$ cat config.mk
export PLATFORM = sky130hd
export DESIGN_NAME = sha256_byte_stream_hasher_top_flat
export DESIGN_NICKNAME = d
export VERILOG_FILES = /design/src/rtl/shabh_pkg.sv /design/src/rtl/shabh_if.sv /design/src/rtl/shabh_front.sv /design/src/rtl/shabh_queue.sv /design/src/rtl/shabh_back.sv /design/src/rtl/sha256_byte_stream_hasher_top.sv /design/src/flat_wrapper.sv
export SDC_FILE = /design/constraint.sdc
export NUM_CORES = 2
export LEC_CHECK = 0
export ABC_AREA = 1
export CORE_ASPECT_RATIO = 0.6
export CORE_MARGIN = 2
export CORE_UTILIZATION = 32
export CTS_BUF_LIST = sky130_fd_sc_hd__clkbuf_8
export DETAILED_ROUTE_END_ITERATION = 7
export DONT_BUFFER_PORTS = 1
export PLACE_DENSITY = 0.44
export SETUP_SLACK_MARGIN = 0.1
export SLEW_MARGIN = 40
export SYNTH_ARGS = -nofsm -noshare
export SYNTH_HDL_FRONTEND = slang
export SYNTH_HIERARCHICAL = 1
export SYNTH_SLANG_ARGS = --single-unit
export TNS_END_PERCENT = 1
$ cat constraint.sdc
create_clock -name clock -period 22.7 [get_ports clock]
set_input_delay 3.405 -clock clock [delete_from_list [all_inputs] [get_ports clock]]
set_output_delay 3.405 -clock clock [all_outputs]
set_load 0.02 [all_outputs]
$ cat src/rtl/shabh_pkg.sv
// ----------------------------------------------------------------------------
// shabh_pkg
// Shared types, constants and round functions for the SHA-256 byte stream
// hasher.
// ----------------------------------------------------------------------------
package shabh_pkg;

   localparam int WORD_W      = 32;
   localparam int DIGEST_LEN  = 8;
   localparam int ROUNDS      = 64;

   localparam logic [7:0]  PAD_BYTE   = 8'h80;
   // word position in the block where the 64-bit length starts
   localparam logic [3:0]  LEN_HI_POS = 4'd14;
   localparam logic [2:0]  LAST_IDX   = 3'd7;

   // one 32-bit message word on its way from front to back
   typedef struct packed {
      logic [WORD_W-1:0] word;
      logic              msg_end;   // last word of the last block of a message
   } word_entry_type;

   // initial hash value
   function automatic logic [WORD_W-1:0] init_word(input logic [2:0] idx);
      logic [WORD_W-1:0] w;
      begin
         case (idx)
            3'd0: w = 32'h6a09e667;
            3'd1: w = 32'hbb67ae85;
            3'd2: w = 32'h3c6ef372;
            3'd3: w = 32'ha54ff53a;
            3'd4: w = 32'h510e527f;
            3'd5: w = 32'h9b05688c;
            3'd6: w = 32'h1f83d9ab;
            3'd7: w = 32'h5be0cd19;
            default: w = 32'h6a09e667;
         endcase
         return w;
      end
   endfunction

   // round constants
   function automatic logic [WORD_W-1:0] round_k(input logic [5:0] t);
      logic [WORD_W-1:0] k;
      begin
         case (t)
            6'd0:  k = 32'h428a2f98;  6'd1:  k = 32'h71374491;
            6'd2:  k = 32'hb5c0fbcf;  6'd3:  k = 32'he9b5dba5;
            6'd4:  k = 32'h3956c25b;  6'd5:  k = 32'h59f111f1;
            6'd6:  k = 32'h923f82a4;  6'd7:  k = 32'hab1c5ed5;
            6'd8:  k = 32'hd807aa98;  6'd9:  k = 32'h12835b01;
            6'd10: k = 32'h243185be;  6'd11: k = 32'h550c7dc3;
            6'd12: k = 32'h72be5d74;  6'd13: k = 32'h80deb1fe;
            6'd14: k = 32'h9bdc06a7;  6'd15: k = 32'hc19bf174;
            6'd16: k = 32'he49b69c1;  6'd17: k = 32'hefbe4786;
            6'd18: k = 32'h0fc19dc6;  6'd19: k = 32'h240ca1cc;
            6'd20: k = 32'h2de92c6f;  6'd21: k = 32'h4a7484aa;
            6'd22: k = 32'h5cb0a9dc;  6'd23: k = 32'h76f988da;
            6'd24: k = 32'h983e5152;  6'd25: k = 32'ha831c66d;
            6'd26: k = 32'hb00327c8;  6'd27: k = 32'hbf597fc7;
            6'd28: k = 32'hc6e00bf3;  6'd29: k = 32'hd5a79147;
            6'd30: k = 32'h06ca6351;  6'd31: k = 32'h14292967;
            6'd32: k = 32'h27b70a85;  6'd33: k = 32'h2e1b2138;
            6'd34: k = 32'h4d2c6dfc;  6'd35: k = 32'h53380d13;
            6'd36: k = 32'h650a7354;  6'd37: k = 32'h766a0abb;
            6'd38: k = 32'h81c2c92e;  6'd39: k = 32'h92722c85;
            6'd40: k = 32'ha2bfe8a1;  6'd41: k = 32'ha81a664b;
            6'd42: k = 32'hc24b8b70;  6'd43: k = 32'hc76c51a3;
            6'd44: k = 32'hd192e819;  6'd45: k = 32'hd6990624;
            6'd46: k = 32'hf40e3585;  6'd47: k = 32'h106aa070;
            6'd48: k = 32'h19a4c116;  6'd49: k = 32'h1e376c08;
            6'd50: k = 32'h2748774c;  6'd51: k = 32'h34b0bcb5;
            6'd52: k = 32'h391c0cb3;  6'd53: k = 32'h4ed8aa4a;
            6'd54: k = 32'h5b9cca4f;  6'd55: k = 32'h682e6ff3;
            6'd56: k = 32'h748f82ee;  6'd57: k = 32'h78a5636f;
            6'd58: k = 32'h84c87814;  6'd59: k = 32'h8cc70208;
            6'd60: k = 32'h90befffa;  6'd61: k = 32'ha4506ceb;
            6'd62: k = 32'hbef9a3f7;  6'd63: k = 32'hc67178f2;
            default: k = 32'h428a2f98;
         endcase
         return k;
      end
   endfunction

   function automatic logic [WORD_W-1:0] big_sigma0(input logic [WORD_W-1:0] x);
      return {x[1:0], x[31:2]} ^ {x[12:0], x[31:13]} ^ {x[21:0], x[31:22]};
   endfunction

   function automatic logic [WORD_W-1:0] big_sigma1(input logic [WORD_W-1:0] x);
      return {x[5:0], x[31:6]} ^ {x[10:0], x[31:11]} ^ {x[24:0], x[31:25]};
   endfunction

   function automatic logic [WORD_W-1:0] small_sigma0(input logic [WORD_W-1:0] x);
      return {x[6:0], x[31:7]} ^ {x[17:0], x[31:18]} ^ (x >> 3);
   endfunction

   function automatic logic [WORD_W-1:0] small_sigma1(input logic [WORD_W-1:0] x);
      return {x[16:0], x[31:17]} ^ {x[18:0], x[31:19]} ^ (x >> 10);
   endfunction

endpackage

$ cat src/rtl/shabh_if.sv
// ----------------------------------------------------------------------------
// shabh_if
// Valid/ready channels of the hasher: message bytes in, digest words out.
// ----------------------------------------------------------------------------
interface shabh_req_if;
   logic       valid;
   logic       ready;
   logic [7:0] data_byte;
   logic       byte_valid;
   logic       end_of_message;

   modport source (output valid, data_byte, byte_valid, end_of_message, input ready);
   modport sink   (input valid, data_byte, byte_valid, end_of_message, output ready);
endinterface

interface shabh_rsp_if;
   logic        valid;
   logic        ready;
   logic [31:0] digest_word;
   logic [2:0]  word_index;
   logic        last_word;

   modport source (output valid, digest_word, word_index, last_word, input ready);
   modport sink   (input valid, digest_word, word_index, last_word, output ready);
endinterface

$ cat src/rtl/shabh_front.sv
// ----------------------------------------------------------------------------
// shabh_front
// Packs message bytes into big-endian words, counts the bit length and
// appends the padding and length words at the end of a message.
// ----------------------------------------------------------------------------
module shabh_front
   import shabh_pkg::*;
(
   input  logic           clock,
   input  logic           reset,
   shabh_req_if.sink      req_chan,
   output logic           push_valid,
   output word_entry_type push_data,
   input  logic           push_ready
);

   typedef enum logic [3:0] {
      F_IDLE = 4'b0001,
      F_PAD  = 4'b0010,
      F_ZERO = 4'b0100,
      F_LEN  = 4'b1000
   } front_state_type;

   front_state_type state_ff, state_in;
   logic [5:0]      fill_ff, fill_in;      // bytes held in the current block
   logic [31:0]     acc_ff, acc_in;        // partial word
   logic [63:0]     bitlen_ff, bitlen_in;

   logic            fire;
   logic [3:0]      pos;
   logic [4:0]      sh;
   logic [31:0]     ins_word;
   logic [31:0]     pad_word;

   assign pos = fill_ff[5:2];
   assign sh  = {fill_ff[1:0], 3'b000};

   // new byte dropped into its lane; pad byte after the kept lanes
   assign ins_word = (acc_ff & ~(32'hff000000 >> sh)) | ({req_chan.data_byte, 24'h0} >> sh);
   assign pad_word = (acc_ff & ~(32'hffffffff >> sh)) | ({PAD_BYTE, 24'h0} >> sh);

   assign req_chan.ready = (state_ff == F_IDLE) && push_ready;
   assign fire           = req_chan.valid && req_chan.ready;

   // next state and word push
   always_comb begin
      state_in          = state_ff;
      fill_in           = fill_ff;
      acc_in            = acc_ff;
      bitlen_in         = bitlen_ff;
      push_valid        = 1'b0;
      push_data.word    = ins_word;
      push_data.msg_end = 1'b0;
      case (state_ff)
         F_IDLE: begin
            if (fire) begin
               if (req_chan.byte_valid) begin
                  acc_in    = ins_word;
                  fill_in   = 6'(fill_ff + 6'd1);
                  bitlen_in = 64'(bitlen_ff + 64'd8);
                  push_valid = (fill_ff[1:0] == 2'd3);
               end
               if (req_chan.end_of_message) begin
                  state_in = F_PAD;
               end
            end
         end
         F_PAD: begin
            push_valid     = 1'b1;
            push_data.word = pad_word;
            if (push_ready) begin
               fill_in  = {4'(pos + 4'd1), 2'b00};
               state_in = F_ZERO;
            end
         end
         F_ZERO: begin
            push_valid     = 1'b1;
            push_data.word = (pos == LEN_HI_POS) ? bitlen_ff[63:32] : 32'h0;
            if (push_ready) begin
               fill_in = {4'(pos + 4'd1), 2'b00};
               if (pos == LEN_HI_POS) begin
                  state_in = F_LEN;
               end
            end
         end
         F_LEN: begin
            push_valid        = 1'b1;
            push_data.word    = bitlen_ff[31:0];
            push_data.msg_end = 1'b1;
            if (push_ready) begin
               fill_in   = 6'd0;
               bitlen_in = 64'd0;
               state_in  = F_IDLE;
            end
         end
         default: begin
            state_in = F_IDLE;
         end
      endcase
   end

   // control registers
   always_ff @(posedge clock) begin
      if (reset) begin
         state_ff  <= F_IDLE;
         fill_ff   <= 6'd0;
         bitlen_ff <= 64'd0;
      end else begin
         state_ff  <= state_in;
         fill_ff   <= fill_in;
         bitlen_ff <= bitlen_in;
      end
   end

   // partial word
   always_ff @(posedge clock) begin
      acc_ff <= acc_in;
   end

endmodule

$ cat src/rtl/shabh_queue.sv
// ----------------------------------------------------------------------------
// shabh_queue
// Small register queue of message words between front and back.
// ----------------------------------------------------------------------------
module shabh_queue
   import shabh_pkg::*;
#(
   parameter int DEPTH = 4
) (
   input  logic           clock,
   input  logic           reset,
   input  logic           push_valid,
   input  word_entry_type push_data,
   output logic           push_ready,
   output logic           pop_valid,
   output word_entry_type pop_data,
   input  logic           pop_ready
);

   localparam int AW = (DEPTH > 1) ? $clog2(DEPTH) : 1;
   localparam int CW = $clog2(DEPTH + 1);

   word_entry_type slot_ff [DEPTH];
   logic [AW-1:0]  wr_ptr_ff, wr_ptr_in;
   logic [AW-1:0]  rd_ptr_ff, rd_ptr_in;
   logic [CW-1:0]  count_ff, count_in;
   logic           do_push, do_pop;

   assign push_ready = (count_ff != CW'(DEPTH));
   assign pop_valid  = (count_ff != '0);
   assign pop_data   = slot_ff[rd_ptr_ff];
   assign do_push    = push_valid && push_ready;
   assign do_pop     = pop_valid && pop_ready;

   // pointer and count update
   always_comb begin
      wr_ptr_in = wr_ptr_ff;
      rd_ptr_in = rd_ptr_ff;
      count_in  = count_ff;
      if (do_push) begin
         wr_ptr_in = (wr_ptr_ff == AW'(DEPTH - 1)) ? '0 : AW'(wr_ptr_ff + 1'b1);
      end
      if (do_pop) begin
         rd_ptr_in = (rd_ptr_ff == AW'(DEPTH - 1)) ? '0 : AW'(rd_ptr_ff + 1'b1);
      end
      if (do_push && !do_pop) begin
         count_in = CW'(count_ff + 1'b1);
      end else if (do_pop && !do_push) begin
         count_in = CW'(count_ff - 1'b1);
      end
   end

   always_ff @(posedge clock) begin
      if (reset) begin
         wr_ptr_ff <= '0;
         rd_ptr_ff <= '0;
         count_ff  <= '0;
      end else begin
         wr_ptr_ff <= wr_ptr_in;
         rd_ptr_ff <= rd_ptr_in;
         count_ff  <= count_in;
      end
   end

   // storage
   always_ff @(posedge clock) begin
      if (do_push) begin
         slot_ff[wr_ptr_ff] <= push_data;
      end
   end

endmodule

$ cat src/rtl/shabh_back.sv
// ----------------------------------------------------------------------------
// shabh_back
// SHA-256 compression, one round per cycle unless waiting on a queue word,
// with a rolling 16-word schedule, then the chaining add and digest readout.
// ----------------------------------------------------------------------------
module shabh_back
   import shabh_pkg::*;
(
   input  logic           clock,
   input  logic           reset,
   input  logic           pop_valid,
   input  word_entry_type pop_data,
   output logic           pop_ready,
   shabh_rsp_if.source    rsp_chan
);

   typedef enum logic [3:0] {
      B_LOAD  = 4'b0001,
      B_ROUND = 4'b0010,
      B_ADD   = 4'b0100,
      B_OUT   = 4'b1000
   } back_state_type;

   back_state_type    state_ff, state_in;
   logic [5:0]        round_ff, round_in;
   logic [2:0]        out_idx_ff, out_idx_in;
   logic              msg_end_ff, msg_end_in;
   logic [WORD_W-1:0] chain_ff [DIGEST_LEN];
   logic [WORD_W-1:0] chain_in [DIGEST_LEN];
   logic [WORD_W-1:0] vars_ff  [DIGEST_LEN];
   logic [WORD_W-1:0] vars_in  [DIGEST_LEN];
   logic [WORD_W-1:0] win_ff   [16];
   logic [WORD_W-1:0] win_in   [16];

   logic              load_phase;
   logic              step;
   logic              rsp_fire;
   logic [WORD_W-1:0] w_sched, w_cur, t1, t2;

   assign load_phase = (round_ff[5:4] == 2'b00);
   assign pop_ready  = (state_ff == B_ROUND) && load_phase;
   assign step       = (state_ff == B_ROUND) && (!load_phase || pop_valid);

   assign rsp_chan.valid       = (state_ff == B_OUT);
   assign rsp_chan.digest_word = chain_ff[0];
   assign rsp_chan.word_index  = out_idx_ff;
   assign rsp_chan.last_word   = (out_idx_ff == LAST_IDX);
   assign rsp_fire             = rsp_chan.valid && rsp_chan.ready;

   // message schedule: window holds w[t-16] .. w[t-1], oldest first
   assign w_sched = win_ff[0] + small_sigma0(win_ff[1]) + win_ff[9] + small_sigma1(win_ff[14]);
   assign w_cur   = load_phase ? pop_data.word : w_sched;

   // round arithmetic
   assign t1 = vars_ff[7] + big_sigma1(vars_ff[4])
             + ((vars_ff[4] & vars_ff[5]) ^ (~vars_ff[4] & vars_ff[6]))
             + round_k(round_ff) + w_cur;
   assign t2 = big_sigma0(vars_ff[0])
             + ((vars_ff[0] & vars_ff[1]) ^ (vars_ff[0] & vars_ff[2])
                ^ (vars_ff[1] & vars_ff[2]));

   // sequencer
   always_comb begin
      state_in   = state_ff;
      round_in   = round_ff;
      out_idx_in = out_idx_ff;
      msg_end_in = msg_end_ff;
      chain_in   = chain_ff;
      vars_in    = vars_ff;
      win_in     = win_ff;
      case (state_ff)
         B_LOAD: begin
            vars_in  = chain_ff;
            round_in = 6'd0;
            state_in = B_ROUND;
         end
         B_ROUND: begin
            if (step) begin
               for (int i = 0; i < 15; i++) begin
                  win_in[i] = win_ff[i+1];
               end
               win_in[15] = w_cur;
               vars_in[0] = t1 + t2;
               vars_in[1] = vars_ff[0];
               vars_in[2] = vars_ff[1];
               vars_in[3] = vars_ff[2];
               vars_in[4] = vars_ff[3] + t1;
               vars_in[5] = vars_ff[4];
               vars_in[6] = vars_ff[5];
               vars_in[7] = vars_ff[6];
               if (round_ff == 6'(ROUNDS - 1)) begin
                  state_in = B_ADD;
               end
               if (round_ff == 6'd15) begin
                  msg_end_in = pop_data.msg_end;
               end
               round_in = 6'(round_ff + 6'd1);
            end
         end
         B_ADD: begin
            for (int i = 0; i < DIGEST_LEN; i++) begin
               chain_in[i] = chain_ff[i] + vars_ff[i];
            end
            out_idx_in = 3'd0;
            state_in   = msg_end_ff ? B_OUT : B_LOAD;
         end
         B_OUT: begin
            if (rsp_fire) begin
               // shift the digest toward word 0
               for (int i = 0; i < DIGEST_LEN - 1; i++) begin
                  chain_in[i] = chain_ff[i+1];
               end
               chain_in[DIGEST_LEN-1] = chain_ff[0];
               out_idx_in = 3'(out_idx_ff + 3'd1);
               if (out_idx_ff == LAST_IDX) begin
                  for (int i = 0; i < DIGEST_LEN; i++) begin
                     chain_in[i] = init_word(3'(i));
                  end
                  state_in = B_LOAD;
               end
            end
         end
         default: begin
            state_in = B_LOAD;
         end
      endcase
   end

   // control and chaining state
   always_ff @(posedge clock) begin
      if (reset) begin
         state_ff   <= B_LOAD;
         round_ff   <= 6'd0;
         out_idx_ff <= 3'd0;
         msg_end_ff <= 1'b0;
         for (int i = 0; i < DIGEST_LEN; i++) begin
            chain_ff[i] <= init_word(3'(i));
         end
      end else begin
         state_ff   <= state_in;
         round_ff   <= round_in;
         out_idx_ff <= out_idx_in;
         msg_end_ff <= msg_end_in;
         chain_ff   <= chain_in;
      end
   end

   // working variables and schedule window
   always_ff @(posedge clock) begin
      vars_ff <= vars_in;
      win_ff  <= win_in;
   end

endmodule

$ cat src/rtl/sha256_byte_stream_hasher_top.sv
// ----------------------------------------------------------------------------
// sha256_byte_stream_hasher_top
// SHA-256 over a byte stream: message bytes in, eight digest words out.
// ----------------------------------------------------------------------------
//
//   channel   dir  payload                                  transaction
//   req_chan  in   data_byte, byte_valid, end_of_message    one byte / end
//   rsp_chan  out  digest_word, word_index, last_word       one digest word
//
// A byte transaction is taken while the front is idle and the queue has room.
// Each 16-word block passes the compression unit as load, 64 rounds and
// chaining add; the round unit sets the sustained byte rate.
// At end of message the front appends padding and length words; after final
// compression the eight digest words leave one per cycle while rsp is ready.
// Reset is synchronous; no clearing pass. Either side may stall at any time.
//
// ----------------------------------------------------------------------------
module sha256_byte_stream_hasher_top
   import shabh_pkg::*;
#(
   parameter int QUEUE_DEPTH = 4
) (
   input  logic        clock,
   input  logic        reset,
   shabh_req_if.sink   req_chan,
   shabh_rsp_if.source rsp_chan
);

   logic           push_valid, push_ready;
   word_entry_type push_data;
   logic           pop_valid, pop_ready;
   word_entry_type pop_data;

   // byte packing and padding
   shabh_front u_front (
      .clock      (clock),
      .reset      (reset),
      .req_chan   (req_chan),
      .push_valid (push_valid),
      .push_data  (push_data),
      .push_ready (push_ready)
   );

   // word queue
   shabh_queue #(
      .DEPTH (QUEUE_DEPTH)
   ) u_queue (
      .clock      (clock),
      .reset      (reset),
      .push_valid (push_valid),
      .push_data  (push_data),
      .push_ready (push_ready),
      .pop_valid  (pop_valid),
      .pop_data   (pop_data),
      .pop_ready  (pop_ready)
   );

   // compression and digest readout
   shabh_back u_back (
      .clock     (clock),
      .reset     (reset),
      .pop_valid (pop_valid),
      .pop_data  (pop_data),
      .pop_ready (pop_ready),
      .rsp_chan  (rsp_chan)
   );

   // no byte is taken while the queue refuses the front's word
   a_push_has_room: assert property (@(posedge clock) disable iff (reset)
      push_valid && !push_ready |=> !$past(req_chan.valid && req_chan.ready))
      else $error("front pushed a word into a full queue");

   // last word flag marks word seven only
   a_last_is_seven: assert property (@(posedge clock) disable iff (reset)
      rsp_chan.valid && rsp_chan.last_word |-> rsp_chan.word_index == LAST_IDX)
      else $error("last_word on a word other than the eighth");

   // after the digest is taken the back reloads before anything else leaves
   a_gap_after_digest: assert property (@(posedge clock) disable iff (reset)
      rsp_chan.valid && rsp_chan.ready && rsp_chan.last_word |=> !rsp_chan.valid)
      else $error("digest output continued past the eighth word");

   // the digest starts at word zero
   a_digest_starts_at_zero: assert property (@(posedge clock) disable iff (reset)
      $rose(rsp_chan.valid) |-> rsp_chan.word_index == 3'd0)
      else $error("digest readout did not start at word zero");

endmodule
$ cat src/flat_wrapper.sv
// flat-port wrapper written by rule: the top's interface ports become plain ports
module sha256_byte_stream_hasher_top_flat import shabh_pkg::*;
#(
   parameter int QUEUE_DEPTH = 4
)
  (clock, reset, req_chan_valid, req_chan_data_byte, req_chan_byte_valid, req_chan_end_of_message, req_chan_ready, rsp_chan_valid, rsp_chan_digest_word, rsp_chan_word_index, rsp_chan_last_word, rsp_chan_ready);
  shabh_req_if req_chan_i ();
  shabh_rsp_if rsp_chan_i ();
  input  logic clock;
  input  logic reset;
  input wire logic [$bits(req_chan_i.valid)-1:0] req_chan_valid;
  input wire logic [$bits(req_chan_i.data_byte)-1:0] req_chan_data_byte;
  input wire logic [$bits(req_chan_i.byte_valid)-1:0] req_chan_byte_valid;
  input wire logic [$bits(req_chan_i.end_of_message)-1:0] req_chan_end_of_message;
  output wire logic [$bits(req_chan_i.ready)-1:0] req_chan_ready;
  output wire logic [$bits(rsp_chan_i.valid)-1:0] rsp_chan_valid;
  output wire logic [$bits(rsp_chan_i.digest_word)-1:0] rsp_chan_digest_word;
  output wire logic [$bits(rsp_chan_i.word_index)-1:0] rsp_chan_word_index;
  output wire logic [$bits(rsp_chan_i.last_word)-1:0] rsp_chan_last_word;
  input wire logic [$bits(rsp_chan_i.ready)-1:0] rsp_chan_ready;
  assign req_chan_i.valid = req_chan_valid;
  assign req_chan_i.data_byte = req_chan_data_byte;
  assign req_chan_i.byte_valid = req_chan_byte_valid;
  assign req_chan_i.end_of_message = req_chan_end_of_message;
  assign req_chan_ready = req_chan_i.ready;
  assign rsp_chan_valid = rsp_chan_i.valid;
  assign rsp_chan_digest_word = rsp_chan_i.digest_word;
  assign rsp_chan_word_index = rsp_chan_i.word_index;
  assign rsp_chan_last_word = rsp_chan_i.last_word;
  assign rsp_chan_i.ready = rsp_chan_ready;
  sha256_byte_stream_hasher_top #(.QUEUE_DEPTH(QUEUE_DEPTH)) u_core (.clock(clock), .reset(reset), .req_chan(req_chan_i), .rsp_chan(rsp_chan_i));
endmodule
==> out/results.tsv <==
stage	metric	value	unit
worst_setup_path	highest-delay cell along the critical path	sky130_fd_sc_hd__nor4_1	
route	final routed DRC violation total	0	
logic_synthesis	cells taking the most area after synthesis	sky130_fd_sc_hd__edfxtp_1 34%, sky130_fd_sc_hd__nand2_1 9.4%, sky130_fd_sc_hd__dfxtp_1 9.3%, sky130_fd_sc_hd__ha_1 6.1%, sky130_fd_sc_hd__inv_1 5.7%	
clock_network	buffer cell driving the clock tree root	sky130_fd_sc_hd__clkbuf_8	
logic_synthesis	gate count of the mapped netlist	9801	
logic_synthesis	Primary FF master, synth	sky130_fd_sc_hd__edfxtp_1	
logic_synthesis	XOR/XNOR share of the synthesized area	0.0433	
route	number of vias after detailed routing	73264	
logic_synthesis	adder-cell share of the synthesized area	0.109	
die	Core Area	257000	sq um
timing	worst clock skew	0.111	ns
clock_network	# Post-CTS Setup Buffers	0	
timing	Fmax achieved	80.6	MHz
die	initial core utilization	0.322	
worst_setup_path	arrival time at the worst endpoint	13.05	ns
route	starting DRC count in detailed routing	10280	
die	number of I/O pins	52	
global_routing	total congestion overflow	0	
worst_setup_path	reg-to-reg setup timing slack	10.29	ns
global_routing	maximum number of pins on one net before global-route repair	128	
clock_network	worst skew pair latency	1.01	ns
worst_setup_path	top cell family by delay on the critical path	adder cells	
die	Die Footprint	262000	sq um
route	post-detailed-route wirelength per cell	29.6	um
logic_synthesis	Synth async-reset ratio	0	
logic_synthesis	mean instance size in the synthesized netlist	8.42	sq um
clock_network	number of hold-repair buffers added at the cts stage	0	
logic_synthesis	largest family of logic cells by synthesized area	simple AND/OR/NAND/NOR gates	
logic_synthesis	post-synthesis cell type with the largest combined area	sky130_fd_sc_hd__edfxtp_1	
timing	final number of hold-violating endpoints	0	
outcome	result of the run	finished, final reports clean	
logic_synthesis	portion of the post-synthesis area used by sequential elements	0.432	
logic_synthesis	area share of the leading cell type in the synthesized netlist	0.339	
clock_network	clock buffer count from CTS	225	
logic_synthesis	synthesized-area fraction occupied by ao, oa, aoi and oai cells	0.147	
global_routing	Overall Global Routing Usage	0.294	
clock_network	CTS tree	yes	
placed_design	HPWL after DPL	312000	um
timing	endpoints failing setup	0	
worst_setup_path	CP bufs+invs	7	
clock_network	sink count of the clock tree	1314	
worst_setup_path	launch point of the worst reg-to-reg path	u_core/u_back/win_ff[55]	
worst_setup_path	biggest cell delay along the critical path	0.72	ns
timing	share of the cycle needed by the critical path after routing	0.547	
global_routing	met1 Track Usage GR	0.490	
global_routing	initial antenna violation count	36	
flow_run	Max Cap Violations	0	
worst_setup_path	worst reg-to-reg path cell count	39	
placed_design	number of input and output port buffers inserted	0	
logic_synthesis	portion of netlist area occupied by mux cells	0	
worst_setup_path	most frequent cell on the critical path	sky130_fd_sc_hd__inv_1	
logic_synthesis	number of flops mapped to enable cells by yosys	932	
timing	final total negative setup slack	0	ns
worst_setup_path	worst reg2reg path endpoint	u_core/u_back/vars_ff[251]	
timing	Pins Over Slew Limit	0	
worst_setup_path	worst path required time	23.35	ns
logic_synthesis	Mapped Nets	10416	
die	DIE HEIGHT	397	um
worst_setup_path	CP Class	flop to flop	
die	Rows	144	
logic_synthesis	simple logic cell fraction of the synthesized area	0.190	
timing	transition at the pin with the smallest max-transition slack	1.00	ns
die	Die Wd	660	um
layout	share of final-layout standard cells stronger than drive strength 1	0.0612	
clock_network	H-tree levels	4	
layout	number of inserted filler cells in the final layout	26924	
min_path	path class of the lowest-slack min-delay path	flop to flop	
timing	unrepaired setup endpoints after global routing	false	
route	iteration count of the initial detailed-routing pass	6	
logic_synthesis	total of warnings raised by yosys	6	
min_path	number of cells on the worst hold path	0	
global_routing	met2 demand-to-capacity share in global routing	0.313	
min_path	Hold Path Origin	u_core/u_back/win_ff[282]	
timing	headroom to the max-slew limit	0.323	
layout	Total Nets Final	10373	
global_routing	vias in the first global route	65973	
route	post-route ant nets	0	
worst_setup_path	highest net fanout along the worst path	5	
logic_synthesis	post-synth cell types	64	
layout	commonest cells after routing, fill and taps aside	2062 x sky130_fd_sc_hd__nand2_1, 1312 x sky130_fd_sc_hd__inv_1, 932 x sky130_fd_sc_hd__edfxtp_1	
route	vias per inst	5.48	
layout	area growth from synthesis to layout	9.72	%
clock_network	CTS clock-pin slew for the worst setup and hold paths	0.06	ns
worst_setup_path	Worst setup EP type	flop	
global_routing	global route hottest layer	met1	
layout	most common cell after layout, fill and taps aside	sky130_fd_sc_hd__nand2_1	
timing	time the final worst path needs with I/O delays and setup	12.41	ns
clock_network	buffer levels on the longest clock path	4	
logic_synthesis	synthesis-stage register bit count	1314	
clock_network	Resize count post-CTS	0	
global_routing	global-route wire length before repair	539000	um
min_path	Worst Hold Endpoint	u_core/u_back/win_ff[314]	
worst_setup_path	element type at the critical path start	flop	
global_routing	met3 Usage GRT	0.148	
placed_design	routability congestion estimate from global placement	1.01	
logic_synthesis	mapped cell area	82500	sq um
route	overall routed net length	396000	um
## layout make-up
type | instances | area, sq um | area share
antenna | 4 | 10.0 | 0.000111
clock buffer | 236 | 3250 | 0.0359
clock inverter | 175 | 1000 | 0.0110
inverter | 1267 | 4780 | 0.0528
multi-input combinational | 6835 | 40500 | 0.448
sequential | 1314 | 35600 | 0.394
tap | 3431 | 4290 | 0.0474
timing repair buffer | 115 | 1040 | 0.0115
## routing by layer
layer	part of all wire	routed length, um
met3	0.16	62700
met2	0.31	124000
met5	0.0014	541
met4	0.013	5040
met1	0.51	204000
## registers in the layout (all words and copies together) (netlist names), 32 cells and up, named ones only
name                                cells
u_core/u_queue/slot_ff                132
u_core/u_back/vars_ff                 256
u_core/u_back/chain_ff                224
u_core/u_front/acc_ff                  32
u_core/u_back/rsp_chan.digest_word     32
u_core/u_front/bitlen_ff               61
u_core/u_back/win_ff                  512
## worst max path at each step
stage,from,to,cells past startpoint
floorplan,u_core/u_back/state_ff[3],u_core/u_back/win_ff[0],6
global placement,u_core/u_back/win_ff[55],u_core/u_back/vars_ff[251],39
detailed placement,u_core/u_back/win_ff[53],u_core/u_back/vars_ff[251],39
CTS,u_core/u_back/win_ff[46],u_core/u_back/vars_ff[251],39
global route,u_core/u_back/win_ff[61],u_core/u_back/vars_ff[251],40
finish,u_core/u_back/win_ff[55],u_core/u_back/vars_ff[251],39
## per-stage QoR
step	instances	cell area [sq um]	hold WS, ns	util	setup slack (ns)
after detailed placement	12962	86200	0.405	0.336	10.75
final	13377	90500	0.382	0.353	10.29
after global routing	13376	90500	0.368	0.353	9.91
after global placement	12958	86000	0.400	0.335	10.06
after CTS	13373	90500	0.362	0.353	10.65
after floorplan	9801	82500	0.400	-	7.69
## cell usage after synthesis (17+ instances only)
library cell	number
sky130_fd_sc_hd__o22ai_1	48
sky130_fd_sc_hd__ha_1	405
sky130_fd_sc_hd__buf_2	46
sky130_fd_sc_hd__a22oi_1	26
sky130_fd_sc_hd__xnor2_1	202
sky130_fd_sc_hd__a21o_1	60
sky130_fd_sc_hd__buf_6	17
sky130_fd_sc_hd__inv_1	1245
sky130_fd_sc_hd__buf_1	25
sky130_fd_sc_hd__fa_1	196
sky130_fd_sc_hd__o21a_1	30
sky130_fd_sc_hd__nand3_1	575
sky130_fd_sc_hd__or2_2	66
sky130_fd_sc_hd__o21ai_1	62
sky130_fd_sc_hd__a21boi_0	23
sky130_fd_sc_hd__o21ai_0	792
sky130_fd_sc_hd__o221ai_1	72
sky130_fd_sc_hd__clkbuf_1	253
sky130_fd_sc_hd__dfxtp_1	382
sky130_fd_sc_hd__inv_2	19
sky130_fd_sc_hd__o211ai_1	80
sky130_fd_sc_hd__nor2_1	701
sky130_fd_sc_hd__a211oi_1	18
sky130_fd_sc_hd__a31oi_1	144
sky130_fd_sc_hd__o21bai_1	89
sky130_fd_sc_hd__edfxtp_1	932
sky130_fd_sc_hd__nor2_2	27
sky130_fd_sc_hd__nand2_1	2064
sky130_fd_sc_hd__buf_4	41
sky130_fd_sc_hd__nand3b_1	29
sky130_fd_sc_hd__a21oi_1	597
sky130_fd_sc_hd__nor3_1	92
sky130_fd_sc_hd__nor4_1	20
sky130_fd_sc_hd__xor2_1	206
sky130_fd_sc_hd__nand4_1	100
## kinds of logic after synthesis
| family | count (synthesis) |
|---|---|
| buffers and inverters | 1652 |
| AO/OA/AOI/OAI | 2106 |
| adder cells (fa/ha/maj) | 602 |
| AND/OR/NAND/NOR | 3719 |
| flip-flops | 1314 |
| XOR/XNOR | 408 |
Power is not shown: default switching activity piles up to over one toggle a cycle in this logic, so the estimate is an artifact.
